### config.mk
export PLATFORM = sky130hd
export DESIGN_NAME = fem_shape_function_eval
export DESIGN_NICKNAME = d
export VERILOG_FILES = /design/src/fsfe_pkg.sv /design/src/fem_shape_function_eval.sv /design/src/fsfe_prep.sv /design/src/fsfe_mul.sv /design/src/fsfe_round.sv /design/src/fsfe_final.sv
export VERILOG_INCLUDE_DIRS = /design/src /design/src/src
export SDC_FILE = /design/constraint.sdc
export NUM_CORES = 2
export LEC_CHECK = 0
export BUFFER_PORTS_ARGS = -buffer_cell sky130_fd_sc_hd__buf_2
export CAP_MARGIN = 25
export CORE_AREA = 2 2 347 349
export CTS_BUF_LIST = sky130_fd_sc_hd__clkbuf_8
export DETAILED_ROUTE_END_ITERATION = 8
export DIE_AREA = 0 0 349 351
export PLACE_DENSITY = 0.83
export SLEW_MARGIN = 20
export SYNTH_ARGS = -nofsm -noshare
export SYNTH_HDL_FRONTEND = slang
export SYNTH_SLANG_ARGS = --single-unit
### constraint.sdc
create_clock -name clk -period 6.2 [get_ports clk]
set_input_delay 0.31 -clock clk [delete_from_list [all_inputs] [get_ports clk]]
set_output_delay 0.31 -clock clk [all_outputs]
set_load 0.005 [all_outputs]
### src/assert_macros.svh
// assertion macros used by the top level rtl file of the shape function block
`ifndef ASSERT_MACROS_SVH
`define ASSERT_MACROS_SVH

// property checked on every clock edge outside reset
`define FSFE_ASSERT(lbl, prop, msg) \
  lbl: assert property (@(posedge clk) disable iff (!rst_n) (prop)) else $error(msg);

// condition that must never be seen outside reset
`define FSFE_NEVER(lbl, cond, msg) \
  lbl: assert property (@(posedge clk) disable iff (!rst_n) !(cond)) else $error(msg);

`endif

### src/fsfe_pkg.sv
// package: widths, element kinds and stage types of the shape function pipeline
`default_nettype none

package fsfe_pkg;

  localparam int COORD_FRAC_BITS = 14;
  localparam int COORD_W = 16;
  localparam int NODE_W = 3;
  localparam int KIND_W = 3;
  localparam int OUT_W = 20;

  // one +/- coordinate, exact
  localparam int TERM_W =
    ((COORD_FRAC_BITS + 2 > COORD_W) ? COORD_FRAC_BITS + 2 : COORD_W) + 1;
  // one - x - y - z, exact
  localparam int LIN_W = TERM_W + 1;
  localparam int PROD_W = 2 * TERM_W;
  // product of two terms rounded to the fraction bits
  localparam int AB_W = PROD_W + 1 - COORD_FRAC_BITS;
  localparam int ABC_W = AB_W + TERM_W;
  // unclipped results, wide enough for every family
  localparam int RAW_W = OUT_W + 4;

  localparam logic signed [RAW_W-1:0] RAW_ONE = RAW_W'(1) << COORD_FRAC_BITS;
  localparam logic signed [RAW_W-1:0] RAW_HALF = RAW_W'(1) << (COORD_FRAC_BITS - 1);
  localparam logic signed [RAW_W-1:0] RAW_OUT_MAX = RAW_W'((1 << (OUT_W - 1)) - 1);
  localparam logic signed [RAW_W-1:0] RAW_OUT_MIN = ~RAW_OUT_MAX;

  typedef enum logic [KIND_W-1:0] {
    KIND_INTERVAL = 3'd0,
    KIND_TRIANGLE = 3'd1,
    KIND_QUAD     = 3'd2,
    KIND_TET      = 3'd3,
    KIND_HEX      = 3'd4
  } elem_kind_t;

  typedef struct packed {
    logic [NODE_W-1:0]         node_sel;
    logic signed [COORD_W-1:0] coord_x;
    logic signed [COORD_W-1:0] coord_y;
    logic signed [COORD_W-1:0] coord_z;
  } fsfe_in_t;

  typedef struct packed {
    logic signed [OUT_W-1:0] shape_value;
    logic signed [OUT_W-1:0] grad_x;
    logic signed [OUT_W-1:0] grad_y;
    logic signed [OUT_W-1:0] grad_z;
    logic                    node_error;
    logic                    saturated;
  } fsfe_out_t;

  // after term formation
  typedef struct packed {
    logic [KIND_W-1:0]        kind;
    logic [NODE_W-1:0]        node;
    logic                     err;
    logic                     sx;
    logic                     sy;
    logic                     sz;
    logic signed [TERM_W-1:0] a;
    logic signed [TERM_W-1:0] b;
    logic signed [TERM_W-1:0] c;
    logic signed [LIN_W-1:0]  lin;
  } fsfe_s1_t;

  // after the pairwise products
  typedef struct packed {
    fsfe_s1_t                 s1;
    logic signed [PROD_W-1:0] p_ab;
    logic signed [PROD_W-1:0] p_bc;
    logic signed [PROD_W-1:0] p_ac;
  } fsfe_s2_t;

  // after rounding and family select
  typedef struct packed {
    logic [KIND_W-1:0]        kind;
    logic                     err;
    logic signed [AB_W-1:0]   ab;
    logic signed [TERM_W-1:0] c;
    logic signed [RAW_W-1:0]  v;
    logic signed [RAW_W-1:0]  gx;
    logic signed [RAW_W-1:0]  gy;
    logic signed [RAW_W-1:0]  gz;
  } fsfe_s3_t;

  // after the hexahedron value product
  typedef struct packed {
    logic [KIND_W-1:0]       kind;
    logic                    err;
    logic signed [ABC_W-1:0] p_abc;
    logic signed [RAW_W-1:0] v;
    logic signed [RAW_W-1:0] gx;
    logic signed [RAW_W-1:0] gy;
    logic signed [RAW_W-1:0] gz;
  } fsfe_s4_t;

endpackage

`default_nettype wire

### src/fem_shape_function_eval.sv
// top level: linear lagrange shape function evaluator, five stage pipeline
//
//   port group   dir   carries
//   in_*         in    request: node_sel, coord_x, coord_y, coord_z
//   out_*        out   result: shape_value, grad_x/y/z, node_error, saturated
//   cfg_*        in    element_kind write
//
// one request per cycle while in_ready is high; the two multiplier stages
// are the term products, then the hexahedron value product. reset clears
// the stage valids and sets element_kind to interval. a stalled output
// holds its register while earlier stages keep filling bubbles; in_ready
// drops only when every stage is full.
`default_nettype none

`include "assert_macros.svh"

module fem_shape_function_eval (
  input  logic                          clk,
  input  logic                          rst_n,
  input  logic                          in_valid,
  output logic                          in_ready,
  input  fsfe_pkg::fsfe_in_t            in_data,
  output logic                          out_valid,
  input  logic                          out_ready,
  output fsfe_pkg::fsfe_out_t           out_data,
  input  logic                          cfg_we,
  input  logic [fsfe_pkg::KIND_W-1:0]   cfg_wdata
);
  import fsfe_pkg::*;

  localparam int NSTAGE = 5;

  logic [KIND_W-1:0] kind_r, kind_nxt;
  logic [NSTAGE-1:0] vld_r, vld_nxt;
  logic [NSTAGE-1:0] rdy;
  fsfe_s1_t          s1;
  fsfe_s2_t          s2;
  fsfe_s3_t          s3;
  logic              err_dirty;

  assign kind_nxt = cfg_we ? cfg_wdata : kind_r;

  // a stage takes new data when empty or when its content moves on
  always_comb begin
    rdy[NSTAGE-1] = !vld_r[NSTAGE-1] || out_ready;
    for (int k = NSTAGE - 2; k >= 0; k--) begin
      rdy[k] = !vld_r[k] || rdy[k+1];
    end
    vld_nxt[0] = rdy[0] ? in_valid : vld_r[0];
    for (int k = 1; k < NSTAGE; k++) begin
      vld_nxt[k] = rdy[k] ? vld_r[k-1] : vld_r[k];
    end
  end

  always_ff @(posedge clk) begin
    if (!rst_n) begin
      kind_r <= KIND_INTERVAL;
      vld_r <= '0;
    end else begin
      kind_r <= kind_nxt;
      vld_r <= vld_nxt;
    end
  end

  assign in_ready = rdy[0];
  assign out_valid = vld_r[NSTAGE-1];

  fsfe_prep u_prep (
    .clk  (clk),
    .en   (rdy[0]),
    .kind (kind_r),
    .req  (in_data),
    .s1_r (s1)
  );

  fsfe_mul u_mul (
    .clk  (clk),
    .en   (rdy[1]),
    .s1   (s1),
    .s2_r (s2)
  );

  fsfe_round u_round (
    .clk  (clk),
    .en   (rdy[2]),
    .s2   (s2),
    .s3_r (s3)
  );

  fsfe_final u_final (
    .clk    (clk),
    .en_mul (rdy[3]),
    .en_out (rdy[4]),
    .s3     (s3),
    .res_r  (out_data)
  );

  assign err_dirty = out_data.saturated || (out_data.shape_value != '0) ||
                     (out_data.grad_x != '0) || (out_data.grad_y != '0) ||
                     (out_data.grad_z != '0);

  `FSFE_ASSERT(a_full_when_blocked, !in_ready |-> (&vld_r) && !out_ready, "stall with free stage")
  `FSFE_ASSERT(a_accept_lands, in_valid && in_ready |=> vld_r[0], "accepted request lost at entry")
  `FSFE_NEVER(a_err_clean, out_valid && out_data.node_error && err_dirty, "nonzero error result")

endmodule

`default_nettype wire

### src/fsfe_prep.sv
// stage 1: node decode, node count check, linear terms and simplex values
`default_nettype none

module fsfe_prep (
  input  logic                          clk,
  input  logic                          en,
  input  logic [fsfe_pkg::KIND_W-1:0]   kind,
  input  fsfe_pkg::fsfe_in_t            req,
  output fsfe_pkg::fsfe_s1_t            s1_r
);
  import fsfe_pkg::*;

  localparam int CNT_W = NODE_W + 1;
  localparam logic signed [TERM_W-1:0] ONE_T = TERM_W'(1) << COORD_FRAC_BITS;
  localparam logic signed [LIN_W-1:0] ONE_L = LIN_W'(1) << COORD_FRAC_BITS;

  fsfe_s1_t                 s1_nxt;
  logic [CNT_W-1:0]         cnt;
  logic signed [TERM_W-1:0] x_t, y_t, z_t;
  logic signed [LIN_W-1:0]  x_l, y_l, z_l, z_used;

  assign x_t = TERM_W'($signed(req.coord_x));
  assign y_t = TERM_W'($signed(req.coord_y));
  assign z_t = TERM_W'($signed(req.coord_z));
  assign x_l = LIN_W'($signed(req.coord_x));
  assign y_l = LIN_W'($signed(req.coord_y));
  assign z_l = LIN_W'($signed(req.coord_z));
  assign z_used = (kind == KIND_TET) ? z_l : '0;

  always_comb begin
    unique case (kind)
      KIND_INTERVAL: cnt = CNT_W'(2);
      KIND_TRIANGLE: cnt = CNT_W'(3);
      KIND_QUAD:     cnt = CNT_W'(4);
      KIND_TET:      cnt = CNT_W'(4);
      KIND_HEX:      cnt = CNT_W'(8);
      default:       cnt = '0;
    endcase
  end

  always_comb begin
    s1_nxt.kind = kind;
    s1_nxt.node = req.node_sel;
    s1_nxt.err = {1'b0, req.node_sel} >= cnt;
    // quad nodes run counterclockwise, so +x is node 1 or 2
    s1_nxt.sx = (kind == KIND_QUAD) ? (req.node_sel[0] ^ req.node_sel[1])
                                    : req.node_sel[0];
    s1_nxt.sy = req.node_sel[1];
    s1_nxt.sz = req.node_sel[2];
    s1_nxt.a = s1_nxt.sx ? ONE_T + x_t : ONE_T - x_t;
    s1_nxt.b = s1_nxt.sy ? ONE_T + y_t : ONE_T - y_t;
    s1_nxt.c = s1_nxt.sz ? ONE_T + z_t : ONE_T - z_t;
    case (req.node_sel)
      3'd0:    s1_nxt.lin = ONE_L - x_l - y_l - z_used;
      3'd1:    s1_nxt.lin = x_l;
      3'd2:    s1_nxt.lin = y_l;
      default: s1_nxt.lin = z_l;
    endcase
  end

  always_ff @(posedge clk) begin
    if (en) begin
      s1_r <= s1_nxt;
    end
  end

endmodule

`default_nettype wire

### src/fsfe_mul.sv
// stage 2: the three pairwise products of the linear terms
`default_nettype none

module fsfe_mul (
  input  logic                clk,
  input  logic                en,
  input  fsfe_pkg::fsfe_s1_t  s1,
  output fsfe_pkg::fsfe_s2_t  s2_r
);
  import fsfe_pkg::*;

  fsfe_s2_t                 s2_nxt;
  logic signed [TERM_W-1:0] a, b, c;
  logic signed [PROD_W-1:0] p_ab, p_bc, p_ac;

  assign a = s1.a;
  assign b = s1.b;
  assign c = s1.c;
  assign p_ab = a * b;
  assign p_bc = b * c;
  assign p_ac = a * c;

  always_comb begin
    s2_nxt.s1 = s1;
    s2_nxt.p_ab = p_ab;
    s2_nxt.p_bc = p_bc;
    s2_nxt.p_ac = p_ac;
  end

  always_ff @(posedge clk) begin
    if (en) begin
      s2_r <= s2_nxt;
    end
  end

endmodule

`default_nettype wire

### src/fsfe_round.sv
// stage 3: signed rounding of the products and per-family result select
`default_nettype none

module fsfe_round (
  input  logic                clk,
  input  logic                en,
  input  fsfe_pkg::fsfe_s2_t  s2,
  output fsfe_pkg::fsfe_s3_t  s3_r
);
  import fsfe_pkg::*;

  localparam int F = COORD_FRAC_BITS;
  localparam logic signed [PROD_W:0] H_F  = (PROD_W + 1)'(1) << (F - 1);
  localparam logic signed [PROD_W:0] H_F2 = (PROD_W + 1)'(1) << (F + 1);
  localparam logic signed [PROD_W:0] H_F3 = (PROD_W + 1)'(1) << (F + 2);
  localparam logic signed [TERM_W:0] H_1 = (TERM_W + 1)'(1);
  localparam logic signed [TERM_W:0] H_2 = (TERM_W + 1)'(2);

  fsfe_s3_t                 s3_nxt;
  fsfe_s1_t                 m;
  logic signed [PROD_W-1:0] p_ab, p_bc, p_ac;
  logic signed [PROD_W:0]   p_ab_e, p_bc_e, p_ac_e;
  logic signed [PROD_W:0]   t_ab, t_qv, t_hx, t_hy, t_hz;
  logic signed [TERM_W-1:0] a, b;
  logic signed [TERM_W:0]   a_e, b_e, t_iv, t_qx, t_qy;
  logic signed [RAW_W-1:0]  iv, qv, qx, qy, hx, hy, hz, lin;
  logic signed [RAW_W-1:0]  sg_x, sg_y, sg_z;

  assign m = s2.s1;
  assign p_ab = s2.p_ab;
  assign p_bc = s2.p_bc;
  assign p_ac = s2.p_ac;
  assign p_ab_e = (PROD_W + 1)'(p_ab);
  assign p_bc_e = (PROD_W + 1)'(p_bc);
  assign p_ac_e = (PROD_W + 1)'(p_ac);
  assign a = m.a;
  assign b = m.b;
  assign a_e = (TERM_W + 1)'(a);
  assign b_e = (TERM_W + 1)'(b);

  // round to nearest, ties up: add half then floor shift; sign folded into the add
  assign t_ab = p_ab_e + H_F;
  assign t_qv = p_ab_e + H_F2;
  assign t_hx = m.sx ? p_bc_e + H_F3 : H_F3 - p_bc_e;
  assign t_hy = m.sy ? p_ac_e + H_F3 : H_F3 - p_ac_e;
  assign t_hz = m.sz ? p_ab_e + H_F3 : H_F3 - p_ab_e;
  assign t_iv = a_e + H_1;
  assign t_qx = m.sx ? b_e + H_2 : H_2 - b_e;
  assign t_qy = m.sy ? a_e + H_2 : H_2 - a_e;

  assign iv = RAW_W'($signed(t_iv[TERM_W:1]));
  assign qv = RAW_W'($signed(t_qv[PROD_W:F+2]));
  assign qx = RAW_W'($signed(t_qx[TERM_W:2]));
  assign qy = RAW_W'($signed(t_qy[TERM_W:2]));
  assign hx = RAW_W'($signed(t_hx[PROD_W:F+3]));
  assign hy = RAW_W'($signed(t_hy[PROD_W:F+3]));
  assign hz = RAW_W'($signed(t_hz[PROD_W:F+3]));
  assign lin = RAW_W'(m.lin);

  // constant gradients of the simplex families
  always_comb begin
    sg_x = '0;
    sg_y = '0;
    sg_z = '0;
    case (m.node)
      3'd0: begin
        sg_x = -RAW_ONE;
        sg_y = -RAW_ONE;
        sg_z = -RAW_ONE;
      end
      3'd1: sg_x = RAW_ONE;
      3'd2: sg_y = RAW_ONE;
      3'd3: sg_z = RAW_ONE;
      default: sg_x = '0;
    endcase
  end

  always_comb begin
    s3_nxt.kind = m.kind;
    s3_nxt.err = m.err;
    s3_nxt.ab = t_ab[PROD_W:F];
    s3_nxt.c = m.c;
    s3_nxt.v = '0;
    s3_nxt.gx = '0;
    s3_nxt.gy = '0;
    s3_nxt.gz = '0;
    unique case (m.kind)
      KIND_INTERVAL: begin
        s3_nxt.v = iv;
        s3_nxt.gx = m.sx ? RAW_HALF : -RAW_HALF;
      end
      KIND_TRIANGLE: begin
        s3_nxt.v = lin;
        s3_nxt.gx = sg_x;
        s3_nxt.gy = sg_y;
      end
      KIND_QUAD: begin
        s3_nxt.v = qv;
        s3_nxt.gx = qx;
        s3_nxt.gy = qy;
      end
      KIND_TET: begin
        s3_nxt.v = lin;
        s3_nxt.gx = sg_x;
        s3_nxt.gy = sg_y;
        s3_nxt.gz = sg_z;
      end
      KIND_HEX: begin
        // value comes from the next product
        s3_nxt.gx = hx;
        s3_nxt.gy = hy;
        s3_nxt.gz = hz;
      end
      default: s3_nxt.v = '0;
    endcase
  end

  always_ff @(posedge clk) begin
    if (en) begin
      s3_r <= s3_nxt;
    end
  end

endmodule

`default_nettype wire

### src/fsfe_final.sv
// stages 4 and 5: hexahedron value product, final rounding, clipping, result register
`default_nettype none

module fsfe_final (
  input  logic                clk,
  input  logic                en_mul,
  input  logic                en_out,
  input  fsfe_pkg::fsfe_s3_t  s3,
  output fsfe_pkg::fsfe_out_t res_r
);
  import fsfe_pkg::*;

  localparam int F = COORD_FRAC_BITS;
  localparam logic signed [ABC_W:0] H_F3 = (ABC_W + 1)'(1) << (F + 2);

  fsfe_s4_t                 s4_r, s4_nxt;
  fsfe_out_t                res_nxt;
  logic signed [AB_W-1:0]   ab;
  logic signed [TERM_W-1:0] c;
  logic signed [ABC_W-1:0]  p_abc;
  logic signed [ABC_W:0]    p_abc_e, t_hv;
  logic signed [RAW_W-1:0]  v_raw, gx_raw, gy_raw, gz_raw;

  function automatic logic signed [OUT_W-1:0] clip(input logic signed [RAW_W-1:0] val);
    logic signed [RAW_W-1:0] lim;
    begin
      lim = val;
      if (val > RAW_OUT_MAX) begin
        lim = RAW_OUT_MAX;
      end else if (val < RAW_OUT_MIN) begin
        lim = RAW_OUT_MIN;
      end
      clip = lim[OUT_W-1:0];
    end
  endfunction

  function automatic logic over(input logic signed [RAW_W-1:0] val);
    over = (val > RAW_OUT_MAX) || (val < RAW_OUT_MIN);
  endfunction

  assign ab = s3.ab;
  assign c = s3.c;
  assign p_abc = ab * c;

  always_comb begin
    s4_nxt.kind = s3.kind;
    s4_nxt.err = s3.err;
    s4_nxt.p_abc = p_abc;
    s4_nxt.v = s3.v;
    s4_nxt.gx = s3.gx;
    s4_nxt.gy = s3.gy;
    s4_nxt.gz = s3.gz;
  end

  always_ff @(posedge clk) begin
    if (en_mul) begin
      s4_r <= s4_nxt;
    end
  end

  assign p_abc_e = (ABC_W + 1)'(s4_r.p_abc);
  assign t_hv = p_abc_e + H_F3;
  assign v_raw = (s4_r.kind == KIND_HEX) ? RAW_W'($signed(t_hv[ABC_W:F+3])) : s4_r.v;
  assign gx_raw = s4_r.gx;
  assign gy_raw = s4_r.gy;
  assign gz_raw = s4_r.gz;

  always_comb begin
    res_nxt.node_error = s4_r.err;
    if (s4_r.err) begin
      res_nxt.shape_value = '0;
      res_nxt.grad_x = '0;
      res_nxt.grad_y = '0;
      res_nxt.grad_z = '0;
      res_nxt.saturated = 1'b0;
    end else begin
      res_nxt.shape_value = clip(v_raw);
      res_nxt.grad_x = clip(gx_raw);
      res_nxt.grad_y = clip(gy_raw);
      res_nxt.grad_z = clip(gz_raw);
      res_nxt.saturated = over(v_raw) || over(gx_raw) || over(gy_raw) || over(gz_raw);
    end
  end

  always_ff @(posedge clk) begin
    if (en_out) begin
      res_r <= res_nxt;
    end
  end

endmodule

`default_nettype wire
==> flow_metrics.tcl <==
set metrics [dict create \
    outcome "complete, but fails checks" \
    failed_checks "setup timing" \
    synthAdderAreaFrac_pct 43.0 \
    tritoncts "done" \
    synthTopCellsByArea "fa_1 36%, edfxtp_1 23%, inv_1 7.8%, ha_1 7.4%, and2_1 4.7%" \
    dp_slack_ns -0.348 \
    synth_top_family_by_area "adder cells" \
    synth-compound-area-share_pct 5.71 \
    drv_slew 0 \
    yosys.area.top_type_share_pct 35.6 \
    ys_types 83 \
    required_ns 6.73 \
    syn_inst 7032 \
    max_slew_margin_pct 15.7 \
    via_count 53500 \
    num_rows 127 \
    endpoint_kind "flip-flop" \
    synthFlopType "edfxtp_1" \
    drt_iter0_markers 5039 \
    post-dp-hpwl_mm 158 \
    crit_type "reg -> reg" \
    cp-start-kind "flip-flop" \
    clock_latency_ns 0.80 \
    hold_class "in -> reg" \
    dp.cells 8922 \
    hold_viol 0 \
    remaining_drc_errors 0 \
    clock_skew_ns 0.0560 \
    ys_seq_elements 557 \
    numPortBuffers 142 \
    grt_first_pass_wirelength_mm 313 \
    avgSynthCellArea_sq_um 10.1 \
    synth_enable_flop_cells 549 \
    dieArea_sq_um 122000 \
    tns_ns -3.61 \
    dr.pass1.iters 8 \
    place_area_sq_um 76500 \
    root_buffer "clkbuf_8" \
    fin_ws_ns -0.240 \
    cts.path.max_buffers 3 \
    grt_max_degree 146 \
    finalNonFillerCells 9313 \
    drt-wirelength-per-cell_um 22.1 \
    drt_wl_total_mm 206 \
    rsz0062_at_grt "yes" \
    setup_viol_count_final 40 \
    htreeDepth 3 \
    globalplace.congestion 1.01 \
    final_area_sq_um 82500 \
    synth_xor_area_share_pct 4.25 \
    grt_pass1_vias 56300 \
    layout_common_cells "1441 x inv_1, 1213 x fa_1, 807 x nand2_1" \
    vias_per_cell 5.75 \
    fillers 7988 \
    fin_crit_sh_pct 104 \
    antenna_found_initial 12 \
    fmax_ghz 0.155 \
    core_area_sq_um 119000 \
    area_growth_pct 16.6 \
    path_clk_slew_ns 0.06 \
    drive_gt1_share_pct 17.1 \
    final_nets 9416 \
    yosysTopAreaCell "fa_1" \
    cts_buffers 97 \
    overflow 0 \
    ys_warn_count 0 \
    worst_ep_arrival_time_ns 6.97 \
    synth_simple_gate_area_share_pct 13.8 \
    io_pins 143 \
    die_h_um 351 \
    syn-cell-area_sq_um 70800 \
    clock_sinks 557 \
    grt_usage_pct 33.3 \
    initial_core_util_pct 59.5 \
    min_period_ns 6.44 \
    mostFrequentLayoutCell "inv_1" \
    ant_nets 0 \
    syn_nets 8767 \
    synth-async-reset-ratio_pct 0 \
    drv_cap 0 \
    path_max_fanout 6 \
    fp.dieW_um 349 \
    synthMuxAreaShare_pct 0.263 \
    yosysSeqAreaShare_pct 23.5 \
    worst_pin_slew_ns 1.25 \
]
-- path summary, 6_finish.rpt --
kind | from | end | slack [ns] | depth (start not counted)
min reg2reg | u_prep.s1_r[2] | u_mul.s2_r[104] | 0.41 | 0
max reg2reg | u_round.s3_r[119] | u_final.p_abc_e[33] | -0.24 | 23
max | u_round.s3_r[119] | u_final.p_abc_e[33] | -0.24 | 23
min | in_data[36] | u_prep.s1_r[56] | 0.03 | 2
-- sequential cells by signal, summed over array words and instances (netlist names), 5 cells and up --
signal,count
u_mul.s2_r,179
u_round.s3_r,115
u_final.res_r,79
u_prep.s1_r,77
u_final.p_abc_e,22
u_final.s4_r,22
u_final.gx_raw,18
u_final.gy_raw,18
u_final.gz_raw,18
vld_r,5
-- per-stage QoR --
step	hold slack, ns	utilization [%]
after floorplan	0.400	-
after global placement	0.402	64.2
after detailed placement	0.405	64.2
after CTS	0.000592	67.7
after global routing	0.0295	69.3
final	0.0300	69.3
-- worst max-delay path: stages (launching register included) --
cell and delay, ns:
edfxtp_1 0.47, buf_4 0.17, buf_4 0.15, and2_1 0.17
fa_1 0.48, fa_2 0.42, fa_2 0.41, fa_1 0.52
fa_1 0.54, inv_2 0.05, fa_1 0.50, inv_2 0.05
ha_4 0.21, a211o_1 0.27, a2111o_1 0.49, o21bai_2 0.22
o2111ai_4 0.18, a31oi_4 0.24, buf_4 0.14, buf_4 0.10
buf_6 0.09, nand2b_1 0.10, a21oi_1 0.07, buf_4 0.13
-- synthesized netlist by cell type, types with 6 or more instances --
library cell,n
o21bai_1,21
buf_1,11
o21ai_0,144
nor2_1,232
nand3_1,60
a22oi_1,14
a21oi_1,203
a21o_1,49
mux2i_1,13
nor3_1,55
o21a_1,14
and4_1,10
and2_1,528
inv_1,1476
a31oi_1,18
or3_1,14
a222oi_1,12
o22ai_1,38
edfxtp_1,549
nand4_1,34
ha_1,417
or2_2,13
o31ai_1,6
nand2_1,856
o2111ai_1,7
nor2b_1,73
xnor2_1,229
nand2b_1,49
dfxtp_1,8
nor4_1,36
and3_1,29
o211ai_1,29
clkbuf_1,296
xor2_1,115
fa_1,1259
a211oi_1,19
-- cell families after synthesis --
kind of cell	Yosys count
AOI/OAI and AO/OA	638
xor gates and xnor gates	344
DFF	557
and+or+nand+nor	2010
muxes	18
buffers and inverters	1789
adders and majority gates	1676
-- repair_timing --
item,CTS,global route
hold endpoints to repair,40,0
buffers inserted,100,86
setup endpoints to repair,44,61
gates cloned,3,3
hold buffers,39,0
pin swaps,162,270
resized for setup,187,359
-- per-layer routing --
layer	up-vias	global-route usage (%)	wire [um]
met5	-	0	70
met4	10	18.2	13400
met3	802	6.75	19100
met2	2859	55.1	99800
met1	26800	41.3	73700
li1	23000	-	-
-- layout make-up --
class / instances / area (sq um) / share of cell area (%)
Clock buffer: 100 / 1380 / 1.67
Sequential cell: 557 / 16600 / 20.2
Antenna cell: 4 / 10.0 / 0.0121
Tap cell: 1548 / 1940 / 2.35
Clock inverter: 79 / 718 / 0.870
Inverter: 1477 / 5560 / 6.73
Timing Repair Buffer: 862 / 7230 / 8.77
Multi-Input combinational cell: 4686 / 49100 / 59.4
Power is not shown: default switching activity piles up to over one toggle a cycle in this logic, so the estimate is an artifact.
